==> config.mk <==
export PLATFORM = sky130hd
export DESIGN_NAME = presence_triggered_light_sequencer_core
export DESIGN_NICKNAME = d
export VERILOG_FILES = /design/src/sv/ptls_pkg.sv /design/src/sv/presence_triggered_light_sequencer_core.sv
export SDC_FILE = /design/constraint.sdc
export NUM_CORES = 1
export LEC_CHECK = 0
export BUFFER_PORTS_ARGS = -buffer_cell sky130_fd_sc_hd__buf_2
export CORE_MARGIN = 3
export CORE_UTILIZATION = 35
export CTS_CLUSTER_SIZE = 8
export DETAILED_ROUTE_END_ITERATION = 16
export MAX_ROUTING_LAYER = met4
export SLEW_MARGIN = 20
export SYNTH_ARGS = -nofsm -noshare
export SYNTH_HDL_FRONTEND = slang
export SYNTH_SLANG_ARGS = --single-unit
==> constraint.sdc <==
create_clock -name clk -period 6.6 [get_ports clk]
set_input_delay 0.99 -clock clk [delete_from_list [all_inputs] [get_ports clk]]
set_output_delay 0.99 -clock clk [all_outputs]
set_load 0.02 [all_outputs]
==> src/sv/ptls_pkg.sv <==
// Shared constants for the presence-triggered light sequencer.
package ptls_pkg;

  localparam int TIMER_WIDTH_DEF = 17;

  localparam int DT_W        = 10;
  localparam int DIST_W      = 9;
  localparam int TRIG_W      = 8;
  localparam int COUNTDOWN_W = 17;
  localparam int CLEAR_W     = 12;
  localparam int HITS_W      = 4;
  localparam int SHORT_W     = 13;
  localparam int MODE_W      = 2;

  localparam int CFG_IDX_W  = 3;
  localparam int CFG_DATA_W = 17;

  localparam logic [CFG_IDX_W-1:0] REG_TRIGGER_DISTANCE = 3'd0;
  localparam logic [CFG_IDX_W-1:0] REG_COUNTDOWN_MS     = 3'd1;
  localparam logic [CFG_IDX_W-1:0] REG_ABORT_CLEAR_MS   = 3'd2;
  localparam logic [CFG_IDX_W-1:0] REG_GO_CLEAR_MS      = 3'd3;
  localparam logic [CFG_IDX_W-1:0] REG_FLASH_HALF_MS    = 3'd4;
  localparam logic [CFG_IDX_W-1:0] REG_HITS_NEEDED      = 3'd5;

  localparam logic [TRIG_W-1:0]      RST_TRIGGER_DISTANCE = 8'd100;
  localparam logic [COUNTDOWN_W-1:0] RST_COUNTDOWN_MS     = 17'd10000;
  localparam logic [CLEAR_W-1:0]     RST_ABORT_CLEAR_MS   = 12'd1000;
  localparam logic [CLEAR_W-1:0]     RST_GO_CLEAR_MS      = 12'd500;
  localparam logic [CLEAR_W-1:0]     RST_FLASH_HALF_MS    = 12'd500;
  localparam logic [HITS_W-1:0]      RST_HITS_NEEDED      = 4'd3;

endpackage

==> src/sv/presence_triggered_light_sequencer_core.sv <==
// Presence-triggered light sequencer: one light channel, input register and result register.
// The input register captures each accepted word; its result word is registered in the result register.
// Throughput: one word per cycle unless out_stall holds the output; the whole state update
// is one combinational pass between the input register and the state/result registers.
// Reset (rst, synchronous): mode waiting, all timers and counters cleared,
// configuration registers back to their defaults, both pipeline registers empty.
module presence_triggered_light_sequencer_core #(
  parameter int TIMER_WIDTH = ptls_pkg::TIMER_WIDTH_DEF
) (
  input  logic                               clk,
  input  logic                               rst,
  input  logic                               in_valid,
  output logic                               in_stall,
  input  logic [ptls_pkg::DT_W-1:0]          elapsed_ms,
  input  logic                               fresh,
  input  logic [ptls_pkg::DIST_W-1:0]        distance_cm,
  output logic                               out_valid,
  input  logic                               out_stall,
  output logic [ptls_pkg::MODE_W-1:0]        light_mode,
  output logic                               green_on,
  output logic                               red_on,
  output logic [ptls_pkg::COUNTDOWN_W-1:0]   remaining_ms,
  input  logic                               cfg_valid,
  output logic                               cfg_ready,
  input  logic [ptls_pkg::CFG_IDX_W-1:0]     cfg_index,
  input  logic [ptls_pkg::CFG_DATA_W-1:0]    cfg_data
);
  import ptls_pkg::*;

  localparam int CMP_W = (TIMER_WIDTH > COUNTDOWN_W) ? TIMER_WIDTH : COUNTDOWN_W;

  typedef enum logic [MODE_W-1:0] {
    MODE_WAITING   = 2'd0,
    MODE_COUNTDOWN = 2'd1,
    MODE_GO        = 2'd2
  } mode_t;

  // configuration
  logic [TRIG_W-1:0]      trigger_distance;
  logic [COUNTDOWN_W-1:0] countdown_ms;
  logic [CLEAR_W-1:0]     abort_clear_ms;
  logic [CLEAR_W-1:0]     go_clear_ms;
  logic [CLEAR_W-1:0]     flash_half_ms;
  logic [HITS_W-1:0]      hits_needed;

  // input register
  logic              s1_valid;
  logic [DT_W-1:0]   s1_elapsed;
  logic              s1_fresh;
  logic [DIST_W-1:0] s1_distance;
  logic              s1_adv;

  // state
  mode_t                  mode;
  logic [HITS_W-1:0]      hit_count;
  logic [TIMER_WIDTH-1:0] countdown_elapsed;
  logic [SHORT_W-1:0]     absent_time;
  logic                   absent_active;
  logic [SHORT_W-1:0]     flash_time;
  logic                   red_flash;
  logic [DIST_W-1:0]      last_distance;

  mode_t                  mode_next;
  logic [HITS_W-1:0]      hit_count_next;
  logic [TIMER_WIDTH-1:0] countdown_elapsed_next;
  logic [SHORT_W-1:0]     absent_time_next;
  logic                   absent_active_next;
  logic [SHORT_W-1:0]     flash_time_next;
  logic                   red_flash_next;
  logic [DIST_W-1:0]      last_distance_next;
  logic [COUNTDOWN_W-1:0] remaining_next;

  logic                   present;
  logic [HITS_W:0]        hit_sum;
  logic [HITS_W-1:0]      hit_sat;
  logic [TIMER_WIDTH:0]   ce_sum;
  logic [TIMER_WIDTH-1:0] ce_sat;
  logic [SHORT_W:0]       ft_sum;
  logic [SHORT_W-1:0]     ft_sat;
  logic [SHORT_W:0]       at_sum;
  logic [SHORT_W-1:0]     at_sat;
  logic [CLEAR_W-1:0]     clear_limit;
  logic                   absence_done;
  logic [CMP_W-1:0]       cd_wide;
  logic [CMP_W-1:0]       ce_wide;
  logic [CMP_W-1:0]       rem_wide;

  assign cfg_ready = 1'b1;
  assign s1_adv    = !out_valid || !out_stall;
  assign in_stall  = s1_valid && !s1_adv;

  always_ff @(posedge clk) begin
    if (rst) begin
      trigger_distance <= RST_TRIGGER_DISTANCE;
      countdown_ms     <= RST_COUNTDOWN_MS;
      abort_clear_ms   <= RST_ABORT_CLEAR_MS;
      go_clear_ms      <= RST_GO_CLEAR_MS;
      flash_half_ms    <= RST_FLASH_HALF_MS;
      hits_needed      <= RST_HITS_NEEDED;
    end else if (cfg_valid && cfg_ready) begin
      unique case (cfg_index)
        REG_TRIGGER_DISTANCE: trigger_distance <= cfg_data[TRIG_W-1:0];
        REG_COUNTDOWN_MS:     countdown_ms     <= cfg_data[COUNTDOWN_W-1:0];
        REG_ABORT_CLEAR_MS:   abort_clear_ms   <= cfg_data[CLEAR_W-1:0];
        REG_GO_CLEAR_MS:      go_clear_ms      <= cfg_data[CLEAR_W-1:0];
        REG_FLASH_HALF_MS:    flash_half_ms    <= cfg_data[CLEAR_W-1:0];
        REG_HITS_NEEDED:      hits_needed      <= cfg_data[HITS_W-1:0];
        default: ;
      endcase
    end
  end

  always_ff @(posedge clk) begin
    if (rst) begin
      s1_valid <= 1'b0;
    end else if (!in_stall) begin
      s1_valid <= in_valid;
    end
    if (in_valid && !in_stall) begin
      s1_elapsed  <= elapsed_ms;
      s1_fresh    <= fresh;
      s1_distance <= distance_cm;
    end
  end

  always_comb begin
    last_distance_next = s1_fresh ? s1_distance : last_distance;
    present = (last_distance_next != '0) &&
              (last_distance_next < {1'b0, trigger_distance});

    hit_sum = {1'b0, hit_count} + (HITS_W+1)'(1);
    hit_sat = hit_sum[HITS_W] ? '1 : hit_sum[HITS_W-1:0];

    ce_sum = {1'b0, countdown_elapsed} + (TIMER_WIDTH+1)'(s1_elapsed);
    ce_sat = ce_sum[TIMER_WIDTH] ? '1 : ce_sum[TIMER_WIDTH-1:0];

    ft_sum = {1'b0, flash_time} + (SHORT_W+1)'(s1_elapsed);
    ft_sat = ft_sum[SHORT_W] ? '1 : ft_sum[SHORT_W-1:0];

    at_sum = {1'b0, absent_time} + (SHORT_W+1)'(s1_elapsed);
    at_sat = at_sum[SHORT_W] ? '1 : at_sum[SHORT_W-1:0];

    mode_next              = mode;
    hit_count_next         = hit_count;
    countdown_elapsed_next = countdown_elapsed;
    absent_time_next       = absent_time;
    absent_active_next     = absent_active;
    flash_time_next        = flash_time;
    red_flash_next         = red_flash;
    absence_done           = 1'b0;
    clear_limit            = (mode == MODE_COUNTDOWN) ? abort_clear_ms : go_clear_ms;

    // absence tracking, used in countdown and go
    if (present) begin
      absent_active_next = 1'b0;
      absent_time_next   = '0;
    end else if (!absent_active) begin
      absent_active_next = 1'b1;
      absent_time_next   = '0;
    end else begin
      absent_time_next = at_sat;
    end
    if (mode != MODE_WAITING) begin
      absence_done = absent_active_next &&
                     (absent_time_next >= {1'b0, clear_limit});
    end

    ce_wide = CMP_W'(ce_sat);
    cd_wide = CMP_W'(countdown_ms);

    unique case (mode)
      MODE_WAITING: begin
        absent_active_next = absent_active;
        absent_time_next   = absent_time;
        if (present && s1_fresh) begin
          hit_count_next = hit_sat;
          if (hit_sat >= hits_needed) begin
            mode_next              = MODE_COUNTDOWN;
            hit_count_next         = '0;
            countdown_elapsed_next = '0;
            absent_active_next     = 1'b0;
            absent_time_next       = '0;
            flash_time_next        = '0;
            red_flash_next         = 1'b0;
          end
        end else if (s1_fresh) begin
          hit_count_next = '0;
        end
      end
      MODE_COUNTDOWN: begin
        countdown_elapsed_next = ce_sat;
        if (ft_sat >= {1'b0, flash_half_ms}) begin
          red_flash_next  = !red_flash;
          flash_time_next = '0;
        end else begin
          flash_time_next = ft_sat;
        end
        if (absence_done) begin
          mode_next          = MODE_WAITING;
          absent_active_next = 1'b0;
          absent_time_next   = '0;
        end else if (ce_wide >= cd_wide) begin
          mode_next          = MODE_GO;
          absent_active_next = 1'b0;
          absent_time_next   = '0;
        end
      end
      MODE_GO: begin
        if (absence_done) begin
          mode_next          = MODE_WAITING;
          absent_active_next = 1'b0;
          absent_time_next   = '0;
        end
      end
      default: begin
        if (absence_done) begin
          mode_next          = MODE_WAITING;
          absent_active_next = 1'b0;
          absent_time_next   = '0;
        end
      end
    endcase

    rem_wide = cd_wide - CMP_W'(countdown_elapsed_next);
    if (mode_next == MODE_COUNTDOWN && cd_wide > CMP_W'(countdown_elapsed_next)) begin
      remaining_next = rem_wide[COUNTDOWN_W-1:0];
    end else begin
      remaining_next = '0;
    end
  end

  always_ff @(posedge clk) begin
    if (rst) begin
      mode              <= MODE_WAITING;
      hit_count         <= '0;
      countdown_elapsed <= '0;
      absent_time       <= '0;
      absent_active     <= 1'b0;
      flash_time        <= '0;
      red_flash         <= 1'b0;
      last_distance     <= '0;
      out_valid         <= 1'b0;
    end else if (s1_adv) begin
      out_valid <= s1_valid;
      if (s1_valid) begin
        mode              <= mode_next;
        hit_count         <= hit_count_next;
        countdown_elapsed <= countdown_elapsed_next;
        absent_time       <= absent_time_next;
        absent_active     <= absent_active_next;
        flash_time        <= flash_time_next;
        red_flash         <= red_flash_next;
        last_distance     <= last_distance_next;
        // result word
        light_mode        <= mode_next;
        green_on          <= (mode_next == MODE_GO);
        red_on            <= (mode_next == MODE_WAITING) ||
                             ((mode_next == MODE_COUNTDOWN) && red_flash_next);
        remaining_ms      <= remaining_next;
      end
    end
  end

endmodule
* Word level (Yosys, flattened, before mapping) *
Index checks and enable logic that the tools add are counted.
Widths: inputs -> output; s select.

operators by class
  equal/unequal tests = 10
  multiplexer cells = 40
  magnitude comparators = 6
  bitwise gates (word level) = 1
  $add $sub $neg = 5
  reduce and logical (&&, ||, !) cells = 32

operator list
  operator             count
  $mux 13              10
  $pmux 13 s2          2
  $mux 17              3
  $pmux 17 s2          1
  $add 13x10->14       2
  $ge 13x12->1         2
  $add 17x10->18       1
  $ge 17x17->1         1
  $gt 17x17->1         1
  $sub 17x17->17       1
  $mux 4               4
  $reduce_and 2->1     7
  $mux 12              1
  $mux 1               10
  $mux 2               5
  $lt 9x8->1           1
  $mux 9               1
  $reduce_bool 9->1    1
  $reduce_and 4->1     2
  $logic_and 1x1->1    7
  $eq 3x2->1 const B   2
  $eq 3x3->1 const B   2
  $reduce_bool 2->1    3
  $add 4x1->5 const B  1
  other kinds (14)     23

word-level totals
  logic and storage cells = 117
  bits of input ports = 45
  output and inout port bits = 24
  bits in registers = 168

* Logic depth before layout (Yosys ltp) *
  depth in word-level cells = 12
  mapped depth = 23
  mapped depth without buffers = 21

* Worst setup path after synthesis *
Ideal clock, no wire load.

  kind = register to register
  from = register s1_fresh
  to = register remaining_ms[4] in the netlist's numbering (data pin)
  period minus slack after synthesis = 5.126 ns
  path slack = 1.474 ns
  stages on the path, launching flop included = 23
  data required time = 6.325 ns
  data arrival time = 4.850 ns
  library setup time = 0.275 ns
  path buffers = 4
  cells stage by stage = edfxtp_1 buf_2 buf_1 mux2_2 ha_1 or3b_1 o221ai_1 a21oi_1 a211oi_2 and3_1 and2_1 buf_2 a21oi_1 o21ai_0 ha_1 a21o_1 a21o_1 or3b_2 o211ai_1 a21oi_1 inv_1 buf_6 a211oi_1

between the ends
  longest elaborated chain between the ends = 11
  elaborated cells on any way between the ends = 20
  those cells by class = add/sub: 1; order compare: 3; eq/ne: 1; mux: 10; reduce/logical: 5

RTL lines
  item                                                    RTL line                                                                                                                                        source
  from (decl)                                             presence_triggered_light_sequencer_core.sv:49                                                                                                   logic s1_fresh;
  from (signal assigned)                                  presence_triggered_light_sequencer_core.sv:121                                                                                                  s1_fresh <= fresh;
  $mux 9 (*)                                              presence_triggered_light_sequencer_core.sv:127                                                                                                  last_distance_next = s1_fresh ? s1_distance : last_distance;
  via last_distance_next[1]                               presence_triggered_light_sequencer_core.sv:70                                                                                                   logic [DIST_W-1:0] last_distance_next;
  $lt 9x8->1 / $reduce_bool 9->1 (equally long branches)  presence_triggered_light_sequencer_core.sv:129, presence_triggered_light_sequencer_core.sv:128
  $logic_and 1x1->1 (*)                                   presence_triggered_light_sequencer_core.sv:128                                                                                                  present = (last_distance_next != '0) &&
  $mux 13                                                 presence_triggered_light_sequencer_core.sv:154                                                                                                  if (present) begin
  $ge 13x12->1                                            presence_triggered_light_sequencer_core.sv:165                                                                                                  (absent_time_next >= {1'b0, clear_limit});
  $logic_and 1x1->1                                       presence_triggered_light_sequencer_core.sv:164                                                                                                  absence_done = absent_active_next &&
  $mux 1                                                  presence_triggered_light_sequencer_core.sv:163                                                                                                  if (mode != MODE_WAITING) begin
  $mux 2 (on tied branches)                               presence_triggered_light_sequencer_core.sv:209, presence_triggered_light_sequencer_core.sv:216, presence_triggered_light_sequencer_core.sv:198
  $pmux 2 s2                                              presence_triggered_light_sequencer_core.sv:171                                                                                                  unique case (mode)
  $eq 2x1->1                                              presence_triggered_light_sequencer_core.sv:225                                                                                                  if (mode_next == MODE_COUNTDOWN && cd_wide > CMP_W'(countdown_elapsed_next)) begin
  $logic_and 1x1->1                                       presence_triggered_light_sequencer_core.sv:225
  to (signal assigned)                                    presence_triggered_light_sequencer_core.sv:259                                                                                                  remaining_ms <= remaining_next;
  to (decl)                                               presence_triggered_light_sequencer_core.sv:22                                                                                                   output logic [ptls_pkg::COUNTDOWN_W-1:0] remaining_ms,

Mark *: on every way through the listed nets, which the timed path passes. The rest lies on a longest branch.
A chain may end at the register's enable or synchronous reset.

* Worst setup path in the final report *
  from = register s1_fresh
  to = register remaining_ms[8] in the netlist's numbering (data pin)

Same word-level chain as after synthesis.

==> run metrics <==
total CTS buffers 17; Final HPWL DP 20.8 mm; Logic pwr share 0.102; grt met1 use 0.253; CP delay by family, top compound AO/OA/AOI/OAI gates; status finished, final reports clean; WL/cell around 17 µm; crit path to remaining_ms[8]$_SDFFCE_PN0P_; IO Port Bufs 67; Hold Buf Count CTS 0; max incr delay on CP 0.80 ns; crit-path max FO 21; Clk pwr share 0.430; reg2reg end remaining_ms[8]$_SDFFCE_PN0P_; Fin Hold WS 0.456 ns; clk sinks 168; CTS tree built; Design Area, Final roughly 12,000 µm²; flop2flop setup slack 0.78 ns; CP Launch Type flip-flop; most frequent cells after synthesis nand2_1 (165), dfxtp_1 (127), a21oi_1 (108), ha_1 (100), nor2_1 (86); Die Width around 180 µm; Inst Count DP 1,618; I/O Pins 69; CP max-delay cell edfxtp_1; Least-Margin Pin Slew 0.983 ns; setup ws final 0.782 ns; Fmax approximately 170 MHz; Core Box Area 29,000 µm²; worst setup path startpoint s1_fresh$_DFFE_PP_; min Tclk post-route between 5 and 6 ns; DR vias/cell 5.42; antenna-violating nets left 0; Int Power 1.70 mW; max cap viols 0; Vert. Die Dim roughly 180 µm; CP Class reg2reg; vias in the first global route 8,588; share of layout cells above drive strength 1 0.116; post-synthesis cell type count 74; Synth Flop Type dfxtp_1; CP endpoint kind flip-flop; YS warnings 0; GRT met2 Usage 0.285; row cnt 62; grt total ovfl 0; RSZ-0062 raised after global routing false; first-pass GRT wire length 45.1 mm; cell count after synthesis 1,204; syn_area_per_cell between 8 and 9 µm²; Final Core Density 0.404; Initial Util 0.359; NumNets Final 1,402; Seq pwr share 0.468; main area contributors after synthesis dfxtp_1 (24%), ha_1 (12%), edfxtp_1 (12%), nand2_1 (5.9%), a21oi_1 (5.2%); fin crit share 0.881; gr busiest metal met2; endpoints failing hold 0; total leakage power between 4 and 5 nW; Psw 0.654 mW; Post-CTS Setup Bufs 0; reg2reg start s1_fresh$_DFFE_PP_; WP data required 6.74 ns; Root Driver clkbuf_16; Post-Syn Area roughly 10,000 µm²; Synth async-reset ratio 0; GPL Wtd Cong 0.889; WL final 28.0 mm; Area Growth Syn to Fin 12.3%; P per Cell Area ~200 nW/µm²; post-synth top area cell dfxtp_1; Final Max Tran Viols 0; Non-Filler Instances 1,650; worst slack at placement between 0.8 and 0.9 ns; Max clock buf depth 2; CP arrival roughly 6.0 ns; largest net degree at the start of global routing 94; Seq/Total Area, Yosys 0.362; critical path depth 18; Tot Pwr 2.35 mW; later-pin clock latency in the skew report ~0.45 ns; Switching Fraction 0.278; Worst slew margin 0.345; most used cell, CP a21oi_1; met3 usage 0.0285; post-synth top area share 0.244; Clock Skew 0.0197 ns; most frequent cell after synthesis nand2_1; Residual DRC 0; initial antenna violation count 0; Buf/Inv on CP 1; min-delay worst type reg2reg; DRT Pass-1 Iters 6; Post-synth EDFFs 41; synthesized flop and latch total 168; n_diodes 0; Reg2Reg Depth 18; via count around 9,000; GRT Util Overall 0.185; clock slew at reported path FFs around 0.070 ns; syn nets about 1,400; H-tree levels 4; die area 31,900 µm²; critical-path cell list mux2_2 -> ha_1 -> or3b_1 -> o221ai_1 -> a21oi_1 -> a211oi_2 -> and3_1 -> and2_1 -> a21oi_1 -> o21ai_0 -> ha_1 -> a21o_1 -> a21o_1 -> or3b_2 -> o211ai_1 -> a21oi_1 -> inv_1 -> a211oi_1; Max VDD drop ~200 µV; Setup TNS 0 ns; final setup violation count 0; placed inst area 11,100 µm²; post_cts resized 0; Detailed Route Iter0 Violations 834
power groups by stage:
| stage | combinational (mW) | sequential (mW) | clock [mW] |
|---|---|---|---|
| CTS | 0.240 | 1.10 | 1.03 |
| global placement | 0.235 | 1.12 | 0 |
| finish | 0.239 | 1.10 | 1.01 |
| floorplan | 0.164 | 1.12 | 0 |
| detailed placement | 0.238 | 1.13 | 0 |
| global route | 0.269 | 1.10 | 1.08 |
final cells by class:
cell class | instances | area [µm²]
multi-input cells | 914 | 6160
inverters | 73 | 274
fillers | 2950 | 17300
flip-flops and latches | 168 | 3770
clock inverters | 14 | 146
repair buffers | 79 | 428
well taps | 384 | 480
clock buffers | 18 | 450
kinds of logic (layout without fill, tap and decap cells):
group | Yosys count | in the layout | synth area share
adder cells (fa/ha/maj) | 104 | 104 | 0.128
multiplexers | 28 | 28 | 0.0278
other | 1 | 1 | 0.000360
AO/OA/AOI/OAI | 343 | 343 | 0.224
AND/OR/NAND/NOR | 404 | 404 | 0.181
buffers and inverters | 122 | 184 | 0.0491
flip-flops | 168 | 168 | 0.362
XOR/XNOR | 34 | 34 | 0.0286
metal layers:
metal	part of all wire	vias to the layer above
met5	0	-
met4	0.015	0
met3	0.048	33
met2	0.45	212
met1	0.48	4255
li1	-	4450
layout by cell type, fill, tap and decap left out, types with 18 or more instances in the layout:
master	Yosys	final
buf_2	4	66
clkbuf_16	0	18
xnor2_1	20	20
a22oi_1	25	25
inv_1	73	73
ha_1	100	100
edfxtp_1	41	41
nand3_1	25	25
mux2i_1	20	20
dfxtp_1	127	127
nor3_1	19	19
o21ai_0	53	53
a21oi_1	108	108
nor2_1	86	84
a211o_1	19	19
nand2_1	165	165
nor2b_1	23	22
a21o_1	24	24
worst register-to-register path, delay by kind of cell (launching register included):
kind                     cells  cell delay, ns
multiplexers                 1            0.43
AO/OA/AOI/OAI               10            1.84
flip-flops                   1            0.80
adder cells (fa/ha/maj)      2            0.49
AND/OR/NAND/NOR              4            1.52
buffers and inverters        1            0.44
worst min-delay path by stage:
| stage | startpoint | end | slack [ns] | depth (start not counted) |
|---|---|---|---|---|
| finish | go_clear_ms[3]$_SDFFE_PP0P_ | go_clear_ms[3]$_SDFFE_PP0P_ | 0.46 | 2 |
| global route | go_clear_ms[0]$_SDFFE_PP0P_ | go_clear_ms[0]$_SDFFE_PP0P_ | 0.48 | 2 |
| CTS | flash_half_ms[9]$_SDFFE_PP0P_ | flash_half_ms[9]$_SDFFE_PP0P_ | 0.46 | 2 |
| detailed placement | flash_half_ms[9]$_SDFFE_PP0P_ | flash_half_ms[9]$_SDFFE_PP0P_ | 0.45 | 2 |
| global placement | flash_time[0]$_SDFFE_PP0P_ | flash_time[0]$_SDFFE_PP0P_ | 0.44 | 2 |
| floorplan | trigger_distance[0]$_SDFFE_PP0P_ | trigger_distance[0]$_SDFFE_PP0P_ | 0.43 | 2 |
flip-flops by register name (all words and copies together) (netlist names), 10 cells and up:
register / cells
flash_time: 13
go_clear_ms: 12
abort_clear_ms: 12
s1_elapsed: 10
flash_half_ms: 12
absent_time: 13
countdown_elapsed: 17
cd_wide: 17
remaining_ms: 17
Note: power is estimated with default switching activity, not from simulation.
